==> src/hw/rtl/mbb_pkg.sv <==
`timescale 1ns / 1ps
// ----------------------------------------------------------------------------
// mbb_pkg
// Types and constants shared by the monochrome bitmap blit engine.
// ----------------------------------------------------------------------------
package mbb_pkg;

	// one lane for each bit of a source byte
	localparam int LANES = 8;

	localparam int OP_W       = 2;
	localparam int BYTE_W     = 8;
	localparam int RADDR_W    = 17;
	localparam int CFG_IDX_W  = 3;
	localparam int CFG_DATA_W = 11;
	localparam int DIM_W      = 11;  // panel and image sizes
	localparam int ORG_W      = 10;  // origin coordinates
	localparam int POS_W      = 12;  // destination coordinate before clipping
	localparam int COL_W      = 8;   // source byte column
	localparam int RB_W       = 9;   // bytes per row
	localparam int PROD_W     = POS_W + RB_W;

	localparam logic [OP_W-1:0] OP_BLIT  = 2'd0;
	localparam logic [OP_W-1:0] OP_CLEAR = 2'd1;
	localparam logic [OP_W-1:0] OP_READ  = 2'd2;

	localparam logic [CFG_IDX_W-1:0] REG_PANEL_WIDTH  = 3'd0;
	localparam logic [CFG_IDX_W-1:0] REG_PANEL_HEIGHT = 3'd1;
	localparam logic [CFG_IDX_W-1:0] REG_ORIGIN_X     = 3'd2;
	localparam logic [CFG_IDX_W-1:0] REG_ORIGIN_Y     = 3'd3;
	localparam logic [CFG_IDX_W-1:0] REG_IMAGE_WIDTH  = 3'd4;
	localparam logic [CFG_IDX_W-1:0] REG_IMAGE_HEIGHT = 3'd5;

	localparam logic [BYTE_W-1:0] WHITE_BYTE = 8'hFF;

	// what every lane needs to place its bit
	typedef struct packed {
		logic             en;
		logic [DIM_W-1:0] c_base;
		logic [POS_W-1:0] dx_base;
		logic [DIM_W-1:0] image_width;
		logic [DIM_W-1:0] pw;
	} lane_ctx_t;

	// one lane's finding: sel picks the second destination byte
	typedef struct packed {
		logic       hit;
		logic       sel;
		logic [2:0] pos;
		logic       val;
	} lane_res_t;

	typedef struct packed {
		logic [BYTE_W-1:0] mask0;
		logic [BYTE_W-1:0] val0;
		logic [BYTE_W-1:0] mask1;
		logic [BYTE_W-1:0] val1;
	} merge_t;

	typedef enum logic [7:0] {
		S_IDLE  = 8'b0000_0001,
		S_LANE  = 8'b0000_0010,
		S_RD0   = 8'b0000_0100,
		S_WR0   = 8'b0000_1000,
		S_WR1   = 8'b0001_0000,
		S_RDATA = 8'b0010_0000,
		S_CSIZE = 8'b0100_0000,
		S_FILL  = 8'b1000_0000
	} state_t;

endpackage

==> src/hw/rtl/mbb_merge.sv <==
`timescale 1ns / 1ps
// ----------------------------------------------------------------------------
// mbb_merge
// Gathers the lane results into write masks for the two destination bytes.
// ----------------------------------------------------------------------------
module mbb_merge (
	input  logic               clk,
	input  logic               load,
	input  mbb_pkg::lane_res_t lanes [mbb_pkg::LANES],
	output mbb_pkg::merge_t    merged_s2
);
	import mbb_pkg::*;

	merge_t m;

	always_comb begin
		m = '0;
		for (int l = 0; l < LANES; l++) begin
			if (lanes[l].hit) begin
				if (lanes[l].sel) begin
					m.mask1[lanes[l].pos] = 1'b1;
					m.val1[lanes[l].pos]  = lanes[l].val;
				end else begin
					m.mask0[lanes[l].pos] = 1'b1;
					m.val0[lanes[l].pos]  = lanes[l].val;
				end
			end
		end
	end

	always_ff @(posedge clk) begin
		if (load) begin
			merged_s2 <= m;
		end
	end

endmodule

==> config.mk <==
export PLATFORM = sky130hd
export DESIGN_NAME = mbb_merge
export DESIGN_NICKNAME = d
export VERILOG_FILES = /design/src/hw/rtl/mbb_pkg.sv /design/src/hw/rtl/mbb_merge.sv
export SDC_FILE = /design/constraint.sdc
export NUM_CORES = 1
export LEC_CHECK = 0
export ABC_AREA = 1
export BUFFER_PORTS_ARGS = -buffer_cell sky130_fd_sc_hd__buf_2
export CORE_ASPECT_RATIO = 0.5
export CORE_MARGIN = 2
export CORE_UTILIZATION = 62
export CTS_BUF_LIST = sky130_fd_sc_hd__clkbuf_8
export CTS_CLUSTER_SIZE = 10
export DETAILED_ROUTE_END_ITERATION = 6
export PLACE_DENSITY = 0.95
export SYNTH_ARGS = -nofsm -noshare
export SYNTH_HDL_FRONTEND = slang
export SYNTH_SLANG_ARGS = --single-unit
==> constraint.sdc <==
create_clock -name clk -period 2.65 [get_ports clk]
set_input_delay 0.1325 -clock clk [delete_from_list [all_inputs] [get_ports clk]]
set_output_delay 0.1325 -clock clk [all_outputs]
set_load 0.02 [all_outputs]
==> impl_results.md <==
- Run status: finished, final reports clean
- Post-synthesis xor/xnor area fraction: 0%
- Fin nets: 813
- Least-Margin Pin Slew: between 700 and 800 ps
- Max Fanout on Critical Path: 7
- Setup WS pre-CTS: 970 ps
- Vias in the first global route: 3938
- Postcts setup bufs: 0
- Max cap viols: 0
- Post-CTS Resized: 0
- RD Place Congestion: 1.08
- Pwr dens: 366 nW/um^2
- Area Growth Syn to Fin: 14.2%
- TritonCTS clock tree: done
- I/O pin count: 82
- GR Layer Usage met1: 60.4%
- Main combinational cell family by area after synthesis: simple AND/OR/NAND/NOR gates
- Kind of critical path: in -> reg
- Relative slew margins: ~50%
- Syn. warnings: 0
- Delay-heaviest family, CP: simple AND/OR/NAND/NOR gates
- Max reg flops: 32
- Worst-path clk slew: ~80 ps
- Sequential share of the synthesized area: 25.2%
- Worst Slack Setup Final: between 1000 and 1500 ps
- Met2 GRT Util: 53.8%
- CP dominant cell by count: nand2_1
- Wirelength per Cell: 16.2 um
- Final HPWL DP: 10900 um
- Longest Clk Path Bufs: 2
- Gr busiest metal: met1
- Die area: 6830 sq um
- Min cycle time layout: 1450 ps
- H-tree Lvls: 2
- Final setup fails: 0
- Cts bufs inserted: 5
- Syn Area/Cell: 5.55 sq um
- Filler instances: 573
- Cts hold-fix bufs: 0
- P_leak: approximately 2.1 nW
- Final hold vios: 0
- CP startpoint kind: primary input
- Antenna Nets Post-Route: 0
- Gr ovfl total: 0
- Initial DRC Count: around 930
- Arrival time worst endpoint: 1500 ps
- Antenna violations before repair: 0
- Die width: roughly 110 um
- DRT Pass-1 Iters: 6
- Synth Area in Adders: 0%
- Most common library cell in the layout ignoring fill and taps: nand2_1
- HP Class: in -> reg
- Net Count, Synth: 737
- DRC: 0
- Via count: 4961
- Hold path startpoint: lanes[40]
- Worst Hold Endpoint: merged_s2[8]$_DFFE_PP_
- Flops & latches, synth: 32
- Part of the cycle the worst path needs: 54.9%
- Synthesized area: between 3000 and 4000 sq um
- Critical Path RT: 2690 ps
- Largest regs: merged_s2: 32 flops
- Area contributors post-synth: edfxtp_1, nand2_1, nor2_1
- Crit end category: flip-flop
- Crit-path slowest cell: nor2_1
- DRT Wirelength: 13600 um
- Starting density of the core: 63.5%
- Max stage delay on crit path: 380 ps
- ANT cells: 0
- RSZ-0062 raised after global routing: no
- Synth unique cells: 31
- Clk sinks: 32
- Largest area contributor in the netlist: edfxtp_1
- Hold Crit Depth: 3
- Pwr Total: roughly 1.6 mW
- Top reg by flops: merged_s2
- Core Util, Final: 72.5%
- PortBufs: 81
- Layout cells sized above 1: around an eighth
- Gr usage total: around two fifths
- Maximum vdd ir drop: 0.159 mV
- Most frequent cells in the layout: nand2_1, nor2_1, inv_1
- # rows: 20
- Simple logic cell fraction of the synthesized area: 49.4%
- Crit path buffers/inverters: 2
- Pin count of the biggest net entering global routing: 33
- Synth Instances: 687
- Max-slew violation count: 0
- Synth top area share: 25.2%
- Post-synthesis compound-gate area fraction: 12.5%
- DR vias/cell: 5.90
- CTS root buffer: clkbuf_8
- FMAX: 0.688 GHz
- Die H: 59.5 um
- CP Cell Sequence: buf_2 > nor2_1 > inv_1 > nor2_1 > a21oi_1 > nand2_1 > nand2_1 > nand2_1 > nand2_1
- Post-synthesis mux area share: 0%
- WHS: 314 ps
- First-pass GRT wire length: 20300 um
- Sum of negative setup slack: 0 ps
- Core area: about 6000 sq um
- Met3 track demand over resource: between 10% and 20%
==> metrics by stage <==
step	instance area, sq um	instances
CTS	4360	841
floorplan	3810	687
finish	4360	841
detailed placement	4250	833
global placement	4250	833
global route	4360	841
==> final cells by class <==
cell class,count,area (sq um),share of cell area [%]
multi-input cells,530,2360,54.2
flip-flops and latches,32,961,22.1
inverters,113,424,9.74
repair buffers,81,405,9.31
well taps,77,96.3,2.21
clock buffers,5,68.8,1.58
clock inverters,3,38.8,0.891
==> routing by layer <==
| metal | routed length, um | vias to the layer above |
|---|---|---|
| li1 | - | 2383 |
| met1 | 5810 | 2100 |
| met2 | 5030 | 443 |
| met3 | 2570 | 35 |
| met4 | 213 | 0 |
| met5 | 0 | - |
==> cell families after synthesis <==
kind of cell | Yosys count
AOI/OAI and AO/OA | 88
buffers and inverters | 125
DFF | 32
and+or+nand+nor | 442
==> report_power, final <==
part	internal [mW]	total, mW	switching, mW
clock network	0.275	0.472	0.197
logic	0.137	0.491	0.354
registers	0.618	0.630	0.0114
==> cell usage after synthesis, drive strengths merged <==
master       instances
nand2              210
nor2               112
inv                111
nand3               55
a21oi               37
o21ai               34
edfxtp              32
nor3                29
nor4                14
nand4               11
buf                  6
o22ai                6
clkbuf               5
a31oi                4
nand3b               4
o2111ai              4
or2                  4
nor3b                3
clkinv               2
o211ai               2
dlygate4sd1          1
o21a                 1
==> how the worst max path moves through the flow <==
| stage | slack, ps | endpoint | startpoint | depth (start not counted) |
|---|---|---|---|---|
| after global placement | 960 | merged_s2[16]$_DFFE_PP_ | lanes[22] | 11 |
| final | 1200 | merged_s2[19]$_DFFE_PP_ | lanes[22] | 9 |
| after floorplan | 1290 | merged_s2[0]$_DFFE_PP_ | lanes[38] | 11 |
| after CTS | 1280 | merged_s2[16]$_DFFE_PP_ | lanes[38] | 11 |
| after global routing | 960 | merged_s2[16]$_DFFE_PP_ | lanes[23] | 12 |
| after detailed placement | 970 | merged_s2[16]$_DFFE_PP_ | lanes[22] | 11 |
Power figures use the tool's default switching activity.
