File: config.mk
export PLATFORM = sky130hd
export DESIGN_NAME = mbb_lane
export DESIGN_NICKNAME = d
export VERILOG_FILES = /design/src/hw/rtl/mbb_pkg.sv /design/src/hw/rtl/mbb_lane.sv
export SDC_FILE = /design/constraint.sdc
export NUM_CORES = 1
export LEC_CHECK = 0
export ABC_AREA = 1
export CAP_MARGIN = 10
export CORE_MARGIN = 4
export CORE_UTILIZATION = 65
export DETAILED_ROUTE_END_ITERATION = 7
export DONT_BUFFER_PORTS = 1
export PLACE_DENSITY = 0.82
export SYNTH_ARGS = -nofsm -noshare
export SYNTH_HDL_FRONTEND = slang
export SYNTH_SLANG_ARGS = --single-unit
File: constraint.sdc
create_clock -name vclk -period 6.94
set_input_delay 1.735 -clock vclk [all_inputs]
set_output_delay 1.735 -clock vclk [all_outputs]
set_load 0.005 [all_outputs]
File: src/hw/rtl/mbb_pkg.sv
`timescale 1ns / 1ps
// ----------------------------------------------------------------------------
// mbb_pkg
// Types and constants shared by the monochrome bitmap blit engine.
// ----------------------------------------------------------------------------
package mbb_pkg;

	// one lane for each bit of a source byte
	localparam int LANES = 8;

	localparam int OP_W       = 2;
	localparam int BYTE_W     = 8;
	localparam int RADDR_W    = 17;
	localparam int CFG_IDX_W  = 3;
	localparam int CFG_DATA_W = 11;
	localparam int DIM_W      = 11;  // panel and image sizes
	localparam int ORG_W      = 10;  // origin coordinates
	localparam int POS_W      = 12;  // destination coordinate before clipping
	localparam int COL_W      = 8;   // source byte column
	localparam int RB_W       = 9;   // bytes per row
	localparam int PROD_W     = POS_W + RB_W;

	localparam logic [OP_W-1:0] OP_BLIT  = 2'd0;
	localparam logic [OP_W-1:0] OP_CLEAR = 2'd1;
	localparam logic [OP_W-1:0] OP_READ  = 2'd2;

	localparam logic [CFG_IDX_W-1:0] REG_PANEL_WIDTH  = 3'd0;
	localparam logic [CFG_IDX_W-1:0] REG_PANEL_HEIGHT = 3'd1;
	localparam logic [CFG_IDX_W-1:0] REG_ORIGIN_X     = 3'd2;
	localparam logic [CFG_IDX_W-1:0] REG_ORIGIN_Y     = 3'd3;
	localparam logic [CFG_IDX_W-1:0] REG_IMAGE_WIDTH  = 3'd4;
	localparam logic [CFG_IDX_W-1:0] REG_IMAGE_HEIGHT = 3'd5;

	localparam logic [BYTE_W-1:0] WHITE_BYTE = 8'hFF;

	// what every lane needs to place its bit
	typedef struct packed {
		logic             en;
		logic [DIM_W-1:0] c_base;
		logic [POS_W-1:0] dx_base;
		logic [DIM_W-1:0] image_width;
		logic [DIM_W-1:0] pw;
	} lane_ctx_t;

	// one lane's finding: sel picks the second destination byte
	typedef struct packed {
		logic       hit;
		logic       sel;
		logic [2:0] pos;
		logic       val;
	} lane_res_t;

	typedef struct packed {
		logic [BYTE_W-1:0] mask0;
		logic [BYTE_W-1:0] val0;
		logic [BYTE_W-1:0] mask1;
		logic [BYTE_W-1:0] val1;
	} merge_t;

	typedef enum logic [7:0] {
		S_IDLE  = 8'b0000_0001,
		S_LANE  = 8'b0000_0010,
		S_RD0   = 8'b0000_0100,
		S_WR0   = 8'b0000_1000,
		S_WR1   = 8'b0001_0000,
		S_RDATA = 8'b0010_0000,
		S_CSIZE = 8'b0100_0000,
		S_FILL  = 8'b1000_0000
	} state_t;

endpackage

File: src/hw/rtl/mbb_lane.sv
`timescale 1ns / 1ps
// ----------------------------------------------------------------------------
// mbb_lane
// Places one source bit: clips it and finds its destination byte and bit.
// ----------------------------------------------------------------------------
module mbb_lane (
	input  mbb_pkg::lane_ctx_t ctx,
	input  logic [2:0]         lane_idx,
	input  logic               src_bit,
	output mbb_pkg::lane_res_t res
);
	import mbb_pkg::*;

	logic [DIM_W-1:0] c;
	logic [POS_W-1:0] dx;

	always_comb begin
		c  = ctx.c_base + DIM_W'(lane_idx);
		dx = ctx.dx_base + POS_W'(lane_idx);
		res.hit = ctx.en && (c < ctx.image_width) && (dx < POS_W'(ctx.pw));
		res.sel = dx[POS_W-1:3] != ctx.dx_base[POS_W-1:3];
		res.pos = 3'd7 - dx[2:0];
		// a set source bit paints black
		res.val = ~src_bit;
	end

endmodule

==> reports/metrics.cfg, run 1 <==
[power]
p_total_uw = 73.90
ir_drop_v = 0.00004023
power.density_cell_area_nw_per_um2 = 60.45
cellLeakagePower_uw = 0.0008008

[final_layout]
areaGrowthSynthToFinish_pct = 2.626
nFlopsAndLatches = 0
fillerInstances = 158
post_route_cells_drive_above_1_share_pct = 11.00
nClkBuffers = 0
multi_input_gate_area_in_the_final_layout_um2 = 969.7
layout.area.seq_um2 = 0
design.final.nets = 280
antenna_cells = 0

[logic_synthesis]
ys_types = 25
synth_compound_gate_area_share_pct = 7.668
synth_common_cells = 57 x sky130_fd_sc_hd__inv_1, 45 x sky130_fd_sc_hd__nand2_1, 26 x sky130_fd_sc_hd__ha_1
yosys-mux-area-fraction_pct = 0
synthMostInstantiatedCell = sky130_fd_sc_hd__inv_1
syn-mean-instance-area_um2 = 5.956
synthesis.area_um2 = 1191
synth_top_family_by_area = simple AND/OR/NAND/NOR gates
synth_top_cells_by_area = sky130_fd_sc_hd__ha_1 27%, sky130_fd_sc_hd__inv_1 18%, sky130_fd_sc_hd__nand2_1 14%, sky130_fd_sc_hd__xor2_1 6.6%, sky130_fd_sc_hd__nor2_1 5.0%
synth_nets = 278
post_synth_xor_area_fraction_pct = 10.19
seq_area_frac_synth_pct = 0
yosys.area_share.adder_pct = 30.67
synthSimpleGateAreaFrac_pct = 32.88
yosysWarnings = 0
yosysTopAreaCell = sky130_fd_sc_hd__ha_1
netlist_instances = 200
post-synth-top-area-fraction_pct = 27.31

[sta]
report.final.setup_viol = 0
tns_ps = 0
max_slew_margin_pct = 78.48
tightestPinTransition_ps = 319.9
fin_crit_ps = 5506
fin_crit_sh_pct = 79.34
final-hold-violation-count = 0
unrepaired_setup_endpoints_after_global_routing = no
max_freq_mhz = 181.6
report.final.slew_viol_count = 0

[detailed_routing]
wl_um = 2393
first_iter_violations = 16
drt-vias-per-instance = 4.969
route.detailed.wl_per_inst_um = 10.64
postRouteAntennaNets = 0
route.detailed.drc = 0
detailed_router_iteration_count_before_antenna_repair = 4
detailroute.via_count = 1118

[placed_design]
numPortBuffers = 0
routabilityCongestion = 0.8812
dp_hpwl_um = 2263

[setup_path]
slowest_stage_cell_on_the_critical_path = sky130_fd_sc_hd__fa_1
worst-path-max-fanout = 4
critical_path_arrival_ps = 3770
worstSetupEndpointType = output pin
crit_chain = ha_1 -> inv_1 -> fa_1 -> inv_1 -> nand2_1 -> inv_1 -> nor2_1 -> nor2_4 -> nand2_2 -> nor2_2 -> xnor2_1 -> inv_1 -> ha_1 -> a21oi_1 -> nor2_1 -> nor2_1 -> nand2_1 -> nor2_1 -> nand2_1 -> nor2_2
critPathKind = in2out
critical_path.startpoint_type = primary input
crit_path_max_incr_delay_ps = 350
worst_ep_required_time_ps = 5200

[global_route]
grt-ovfl-total = 0
largest_net_degree_at_the_start_of_global_routing = 5
grt_pass1_wl_um = 3857
grt_pass1_vias = 1041
antenna_found_initial = 0
globalRouteTotalUtil_pct = 18.40

[run_status]
status = complete, no violations

[floorplanning]
io-pin-count = 56
initial_utilization_pct = 68.99
die_w_um = 50.81
floorplan.core_area_um2 = 1727
die-area_um2 = 2582
chipHeight_um = 50.81
rows = 15

[min_path]
worst_min_delay_path_category = in2out
number_of_instances_on_the_worst_hold_path = 1

[job]
drv.max_cap_violation_count = 0

[clocking]
cts.repair_timing.setup_buffer_count = 0
cts_resized = 0
hold_buffers = 0

report_power, final:
| part | switching, µW | leakage [µW] | internal (µW) |
|---|---|---|---|
| registers | 0 | 0 | 0 |
| logic | 42.3 | 0.000801 | 31.6 |
| clock network | 0 | 0 | 0 |
| total | 42.3 | 0.000801 | 31.6 |
worst paths after layout:
check	startpoint	to	slack, ps
setup / recovery	ctx[22]	res[5]	1430
hold / removal	src_bit	res[0]	3500
critical path: cells and delay by family:
| kind | cells | cell delay, ps |
|---|---|---|
| and+or+nand+nor | 11 | 880 |
| adders and majority gates | 3 | 670 |
| buffers and inverters | 4 | 240 |
| AOI/OAI and AO/OA | 1 | 140 |
| xor gates and xnor gates | 1 | 120 |
layer usage:
layer  global-route usage [%]  wire [µm]  vias up
met4                    1.345          0        0
met3                    4.082        200        0
met5                        0          0        -
met2                    39.35       1282       40
met1                    18.13        910      476
li1                         -          -      602
stage by stage:
| stage | setup WS (ps) | util, % | hold slack (ps) | std cells | cell area (µm²) |
|---|---|---|---|---|---|
| after global placement | 1473 | 70.80 | 3501 | 225 | 1222 |
| after global routing | 1194 | 70.80 | 3502 | 225 | 1222 |
| after CTS | 1422 | 70.80 | 3502 | 225 | 1222 |
| final | 1434 | 70.80 | 3500 | 225 | 1222 |
| after floorplan | 1608 | - | 3497 | 200 | 1191 |
| after detailed placement | 1415 | 70.80 | 3502 | 225 | 1222 |
cells in the final DEF, fill, tap and decap left out:
master and instances:
sky130_fd_sc_hd__inv_1 57, sky130_fd_sc_hd__nand2_1 45, sky130_fd_sc_hd__ha_1 26, sky130_fd_sc_hd__nor2_1 16, sky130_fd_sc_hd__xor2_1 9, sky130_fd_sc_hd__a21oi_1 8
sky130_fd_sc_hd__nor2_2 6, sky130_fd_sc_hd__nand2_2 6, sky130_fd_sc_hd__nand3_1 4, sky130_fd_sc_hd__xnor2_1 3, sky130_fd_sc_hd__inv_2 2, sky130_fd_sc_hd__nand3_2 2
sky130_fd_sc_hd__nand4_1 2, sky130_fd_sc_hd__a31o_2 2, sky130_fd_sc_hd__fa_1 2, sky130_fd_sc_hd__a21oi_2 1, sky130_fd_sc_hd__and3_4 1, sky130_fd_sc_hd__o21ai_1 1
sky130_fd_sc_hd__nor4_1 1, sky130_fd_sc_hd__xnor2_2 1, sky130_fd_sc_hd__or2_1 1, sky130_fd_sc_hd__o21ai_0 1, sky130_fd_sc_hd__nor2_4 1, sky130_fd_sc_hd__a21o_1 1
sky130_fd_sc_hd__o21a_1 1
cells by family after synthesis:
kind of cell / count (synthesis)
adder cells (fa/ha/maj): 28
AND/OR/NAND/NOR: 85
buffers and inverters: 59
AO/OA/AOI/OAI: 15
XOR/XNOR: 13
layout make-up:
cell class                      instances  share of cell area, %
Multi-Input combinational cell        141                  79.32
Inverter                               59                  18.12
Tap cell                               25                  2.559
(Power assumes the default switching activity.)
==> inputs of run 2 (changes only) <==
clock period = 5.25 ns   (was 6.94 ns; I/O delays follow)
==> reports/metrics.cfg, run 2 (synthesis results as in run 1) <==
[sta]
max_slew_margin_pct = 77.23
report.final.slew_viol_count = 0
final-hold-violation-count = 0
tns_ps = 0
tightestPinTransition_ps = 338.4
fin_ws_ps = 583.0
fin_crit_sh_pct = 88.90
max_freq_mhz = 214.3
unrepaired_setup_endpoints_after_global_routing = no
report.final.setup_viol = 0
fin_crit_ps = 4667

[global_route]
grt-ovfl-total = 0
grt_pass1_vias = 1071
largest_net_degree_at_the_start_of_global_routing = 5
use_met3_pct = 4.956
met2_usage_pct = 40.00
globalRouteTotalUtil_pct = 18.89
grt_pass1_wl_um = 3967
antenna_found_initial = 0
gr-usage-met1_pct = 17.78
grt-busiest-layer = met2

[floorplanning]
rows = 15
die-area_um2 = 2582
io-pin-count = 56
initial_utilization_pct = 68.99
chipHeight_um = 50.81
die_w_um = 50.81
floorplan.core_area_um2 = 1727

[power]
cellInternalPower_uw = 41.79
cellLeakagePower_uw = 0.0008008
power.density_cell_area_nw_per_um2 = 80.04
p_comb_share_pct = 100.0
p_clk_share_pct = 0
p_total_uw = 97.84
switching_share_pct = 57.29
power.switching_uw = 56.05
ir_drop_v = 0.00005290
share_of_total_power_in_sequential_cells_pct = 0

[job]
drv.max_cap_violation_count = 0

[setup_path]
worst_ep_required_time_ps = 3940
worst-path-max-fanout = 4
worstSetupEndpointType = output pin
launching_instance_or_port_of_the_critical_path = ctx[22]
critical_path_arrival_ps = 3350
endpoint = res[5]
critPathKind = in2out
critical_path.startpoint_type = primary input

[min_path]
worst_min_delay_path_category = in2out

[final_layout]
fillerInstances = 160
finalInstanceArea_um2 = 1222
areaGrowthSynthToFinish_pct = 2.626
layout.area.seq_um2 = 0
layout.cells.most_common_list = 57 x sky130_fd_sc_hd__inv_1, 45 x sky130_fd_sc_hd__nand2_1, 26 x sky130_fd_sc_hd__ha_1
nFlopsAndLatches = 0
post_route_cells_drive_above_1_share_pct = 11.00
layout.cells.most_common = sky130_fd_sc_hd__inv_1
design.final.nets = 280
antenna_cells = 0
nClkBuffers = 0

[placed_design]
dp_hpwl_um = 2282
numPortBuffers = 0
post-place-ws_ps = 573.8
routabilityCongestion = 0.8812
post_dp_cell_area_um2 = 1222

[clocking]
cts.repair_timing.setup_buffer_count = 0
cts_resized = 0
hold_buffers = 0

[detailed_routing]
wl_um = 2415
route.detailed.drc = 0
drt-vias-per-instance = 4.982
postRouteAntennaNets = 0
detailroute.via_count = 1121
first_iter_violations = 25
detailed_router_iteration_count_before_antenna_repair = 4
route.detailed.wl_per_inst_um = 10.73

[run_status]
status = complete, no violations

==> run 2: power by group through the flow <==
| stage | clock network [µW] | logic (µW) | registers [µW] |
|---|---|---|---|
| global route | 0 | 116 | 0 |
| global placement | 0 | 92.7 | 0 |
| CTS | 0 | 99.4 | 0 |
| detailed placement | 0 | 98.7 | 0 |
| finish | 0 | 97.8 | 0 |
| floorplan | 0 | 81.7 | 0 |
==> run 2: critical path, cell delays in order <==
cell                      delay [ps]
sky130_fd_sc_hd__ha_1            150
sky130_fd_sc_hd__inv_1            60
sky130_fd_sc_hd__fa_1            350
sky130_fd_sc_hd__inv_1            70
sky130_fd_sc_hd__nand2_1          50
sky130_fd_sc_hd__inv_1            60
sky130_fd_sc_hd__nor2_1           70
sky130_fd_sc_hd__nor2_4          140
sky130_fd_sc_hd__nand2_2         100
sky130_fd_sc_hd__nor2_2          100
sky130_fd_sc_hd__xnor2_1         120
sky130_fd_sc_hd__inv_1            50
sky130_fd_sc_hd__ha_1            170
sky130_fd_sc_hd__a21oi_1         140
sky130_fd_sc_hd__nor2_1           50
sky130_fd_sc_hd__nor2_1           80
sky130_fd_sc_hd__nand2_1          60
sky130_fd_sc_hd__nor2_1           80
sky130_fd_sc_hd__nand2_1          70
sky130_fd_sc_hd__nor2_2           90
==> run 2: cell type report <==
cell class | count | area, µm² | area share, %
Inverter | 59 | 221.5 | 18.12
Multi-Input combinational cell | 141 | 969.7 | 79.32
Tap cell | 25 | 31.28 | 2.559
==> run 2: per-layer routing <==
metal	part of all wire, %	wire [µm]
met1	37	882
met2	54	1311
met3	9.2	221
met4	0	0
met5	0	0
==> run 2: worst min-delay path by stage <==
| stage | from | to | slack [ps] | cells after the start |
|---|---|---|---|---|
| floorplan | src_bit | res[0] | 2650 | 1 |
| detailed placement | src_bit | res[0] | 2660 | 1 |
| global placement | src_bit | res[0] | 2660 | 1 |
| finish | src_bit | res[0] | 2660 | 1 |
| global route | src_bit | res[0] | 2660 | 1 |
| CTS | src_bit | res[0] | 2660 | 1 |
==> run 2: metrics by stage <==
step / utilization [%] / cells / hold WS [ps]
after floorplan: - / 200 / 2652
after global placement: 70.80 / 225 / 2656
after detailed placement: 70.80 / 225 / 2657
after CTS: 70.80 / 225 / 2657
after global routing: 70.80 / 225 / 2657
final: 70.80 / 225 / 2655
==> inputs of run 3 (changes only) <==
ABC_AREA = 0   (was 1)
CORE_UTILIZATION = 55   (was 65)
PLACE_DENSITY = 0.71   (was 0.82)
clock period = 5.8 ns   (was 5.25 ns; I/O delays follow)
==> reports/metrics.cfg, run 3 <==
[sta]
max_slew_margin_pct = 78.51
fin_crit_ps = 5031
report.final.slew_viol_count = 0
tightestPinTransition_ps = 322.3
unrepaired_setup_endpoints_after_global_routing = no
tns_ps = 0
final-hold-violation-count = 0
max_freq_mhz = 198.8
report.final.setup_viol = 0
fin_crit_sh_pct = 86.74

[power]
p_comb_share_pct = 100.0
power.density_cell_area_nw_per_um2 = 71.79
switching_share_pct = 52.00
power.switching_uw = 38.11
share_of_total_power_in_sequential_cells_pct = 0
p_clk_share_pct = 0
cellInternalPower_uw = 35.18
ir_drop_v = 0.00003744
cellLeakagePower_uw = 0.0005655

[final_layout]
layout.cells.most_common_list = 28 x sky130_fd_sc_hd__inv_1, 26 x sky130_fd_sc_hd__ha_1, 13 x sky130_fd_sc_hd__xnor2_1
layout.area.seq_um2 = 0
finalInstanceArea_um2 = 1021
multi_input_gate_area_in_the_final_layout_um2 = 884.6
post_layout_nonfiller_instances = 161
areaGrowthSynthToFinish_pct = 3.161
design.final.nets = 216
fillerInstances = 167
nClkBuffers = 0
post_route_cells_drive_above_1_share_pct = 3.676
layout.cells.most_common = sky130_fd_sc_hd__inv_1
nFlopsAndLatches = 0
antenna_cells = 0

[placed_design]
dp_hpwl_um = 1825
placedCellCount = 161
numPortBuffers = 0
post_dp_cell_area_um2 = 1021
routabilityCongestion = 0.7242

[logic_synthesis]
ys_types = 24
synth_top_cells_by_area = sky130_fd_sc_hd__ha_1 33%, sky130_fd_sc_hd__xnor2_1 12%, sky130_fd_sc_hd__inv_1 11%, sky130_fd_sc_hd__xor2_1 5.3%, sky130_fd_sc_hd__a21oi_1 5.1%
netlist_instances = 136
post-synth-top-area-fraction_pct = 32.87
yosysWarnings = 0
synth_common_cells = 28 x sky130_fd_sc_hd__inv_1, 26 x sky130_fd_sc_hd__ha_1, 13 x sky130_fd_sc_hd__xnor2_1
yosysTopAreaCell = sky130_fd_sc_hd__ha_1
synthMostInstantiatedCell = sky130_fd_sc_hd__inv_1
synthesis.area_um2 = 989.7
synth_nets = 214
seq_area_frac_synth_pct = 0
syn-mean-instance-area_um2 = 7.277

[setup_path]
worstSetupEndpointType = output pin
critPathKind = in2out
cp_top_family = compound AO/OA/AOI/OAI gates
worst-path-max-fanout = 3
worstPathBufferInverterCount = 0
critical_path_arrival_ps = 3580
critical_path.startpoint_type = primary input
slowest_stage_cell_on_the_critical_path = sky130_fd_sc_hd__fa_1
worst_ep_required_time_ps = 4350
crit_path_max_incr_delay_ps = 400
crit_chain = ha_1 -> fa_1 -> a21oi_1 -> nor2_1 -> nand4_1 -> xnor2_1 -> ha_1 -> a21oi_1 -> nor2b_1 -> o21ai_0 -> o211ai_1 -> a211oi_2

[clocking]
cts.repair_timing.setup_buffer_count = 0
hold_buffers = 0
cts_resized = 0

[global_route]
grt_pass1_wl_um = 3077
grt-ovfl-total = 0
largest_net_degree_at_the_start_of_global_routing = 7
grt_pass1_vias = 828
antenna_found_initial = 0
globalRouteTotalUtil_pct = 14.55

[floorplanning]
die-area_um2 = 2542
floorplan.core_area_um2 = 1708
chipHeight_um = 50.42
die_w_um = 50.42
initial_utilization_pct = 57.95
rows = 15
io-pin-count = 56

[detailed_routing]
detailed_router_iteration_count_before_antenna_repair = 4
wl_um = 1912
route.detailed.wl_per_inst_um = 11.88
route.detailed.drc = 0
detailroute.via_count = 875
drt-vias-per-instance = 5.435
first_iter_violations = 9
postRouteAntennaNets = 0

[run_status]
status = complete, no violations

[job]
drv.max_cap_violation_count = 0

[min_path]
worst_min_delay_path_category = in2out

[run 3: cell type report]
type	instances	area share (%)
Multi-Input combinational cell	108	86.64
Inverter	28	10.29
Tap cell	25	3.064
[run 3: per-layer routing]
layer	share of wire (%)	routed length [µm]	GRT usage, %
met1	42	794	17.32
met2	50	964	28.04
met3	8.0	153	2.671
met4	0	0	0.4484
met5	0	0	0
[run 3: worst paths after layout]
check / startpoint / end / slack, ps / depth (start not counted)
max: ctx[34] / res[5] / 770 / 12
min: src_bit / res[0] / 2930 / 1
[run 3: per-stage QoR]
step	power, µW	setup slack [ps]	hold slack (ps)	util [%]
2_1_floorplan	61.64	966.0	2927	-
3_3_place_gp	71.63	795.1	2931	59.78
3_5_place_dp	74.78	741.4	2930	59.78
4_1_cts	75.19	730.0	2930	59.78
5_1_grt	86.51	508.1	2933	59.78
6_report	73.29	769.3	2928	59.78
[run 3: cells by family (layout without fill, tap and decap cells)]
kind of cell             Yosys count  count (layout)  synth area share [%]
AND/OR/NAND/NOR                   37              37                 20.61
adder cells (fa/ha/maj)           28              28                 36.92
buffers and inverters             28              28                 10.62
AO/OA/AOI/OAI                     24              24                 15.04
XOR/XNOR                          19              19                 16.81
[run 3: power by group through the flow]
stage | Clock, µW | Combinational [µW] | Sequential [µW]
detailed placement | 0 | 74.8 | 0
finish | 0 | 73.3 | 0
floorplan | 0 | 61.6 | 0
global route | 0 | 86.5 | 0
CTS | 0 | 75.2 | 0
global placement | 0 | 71.6 | 0
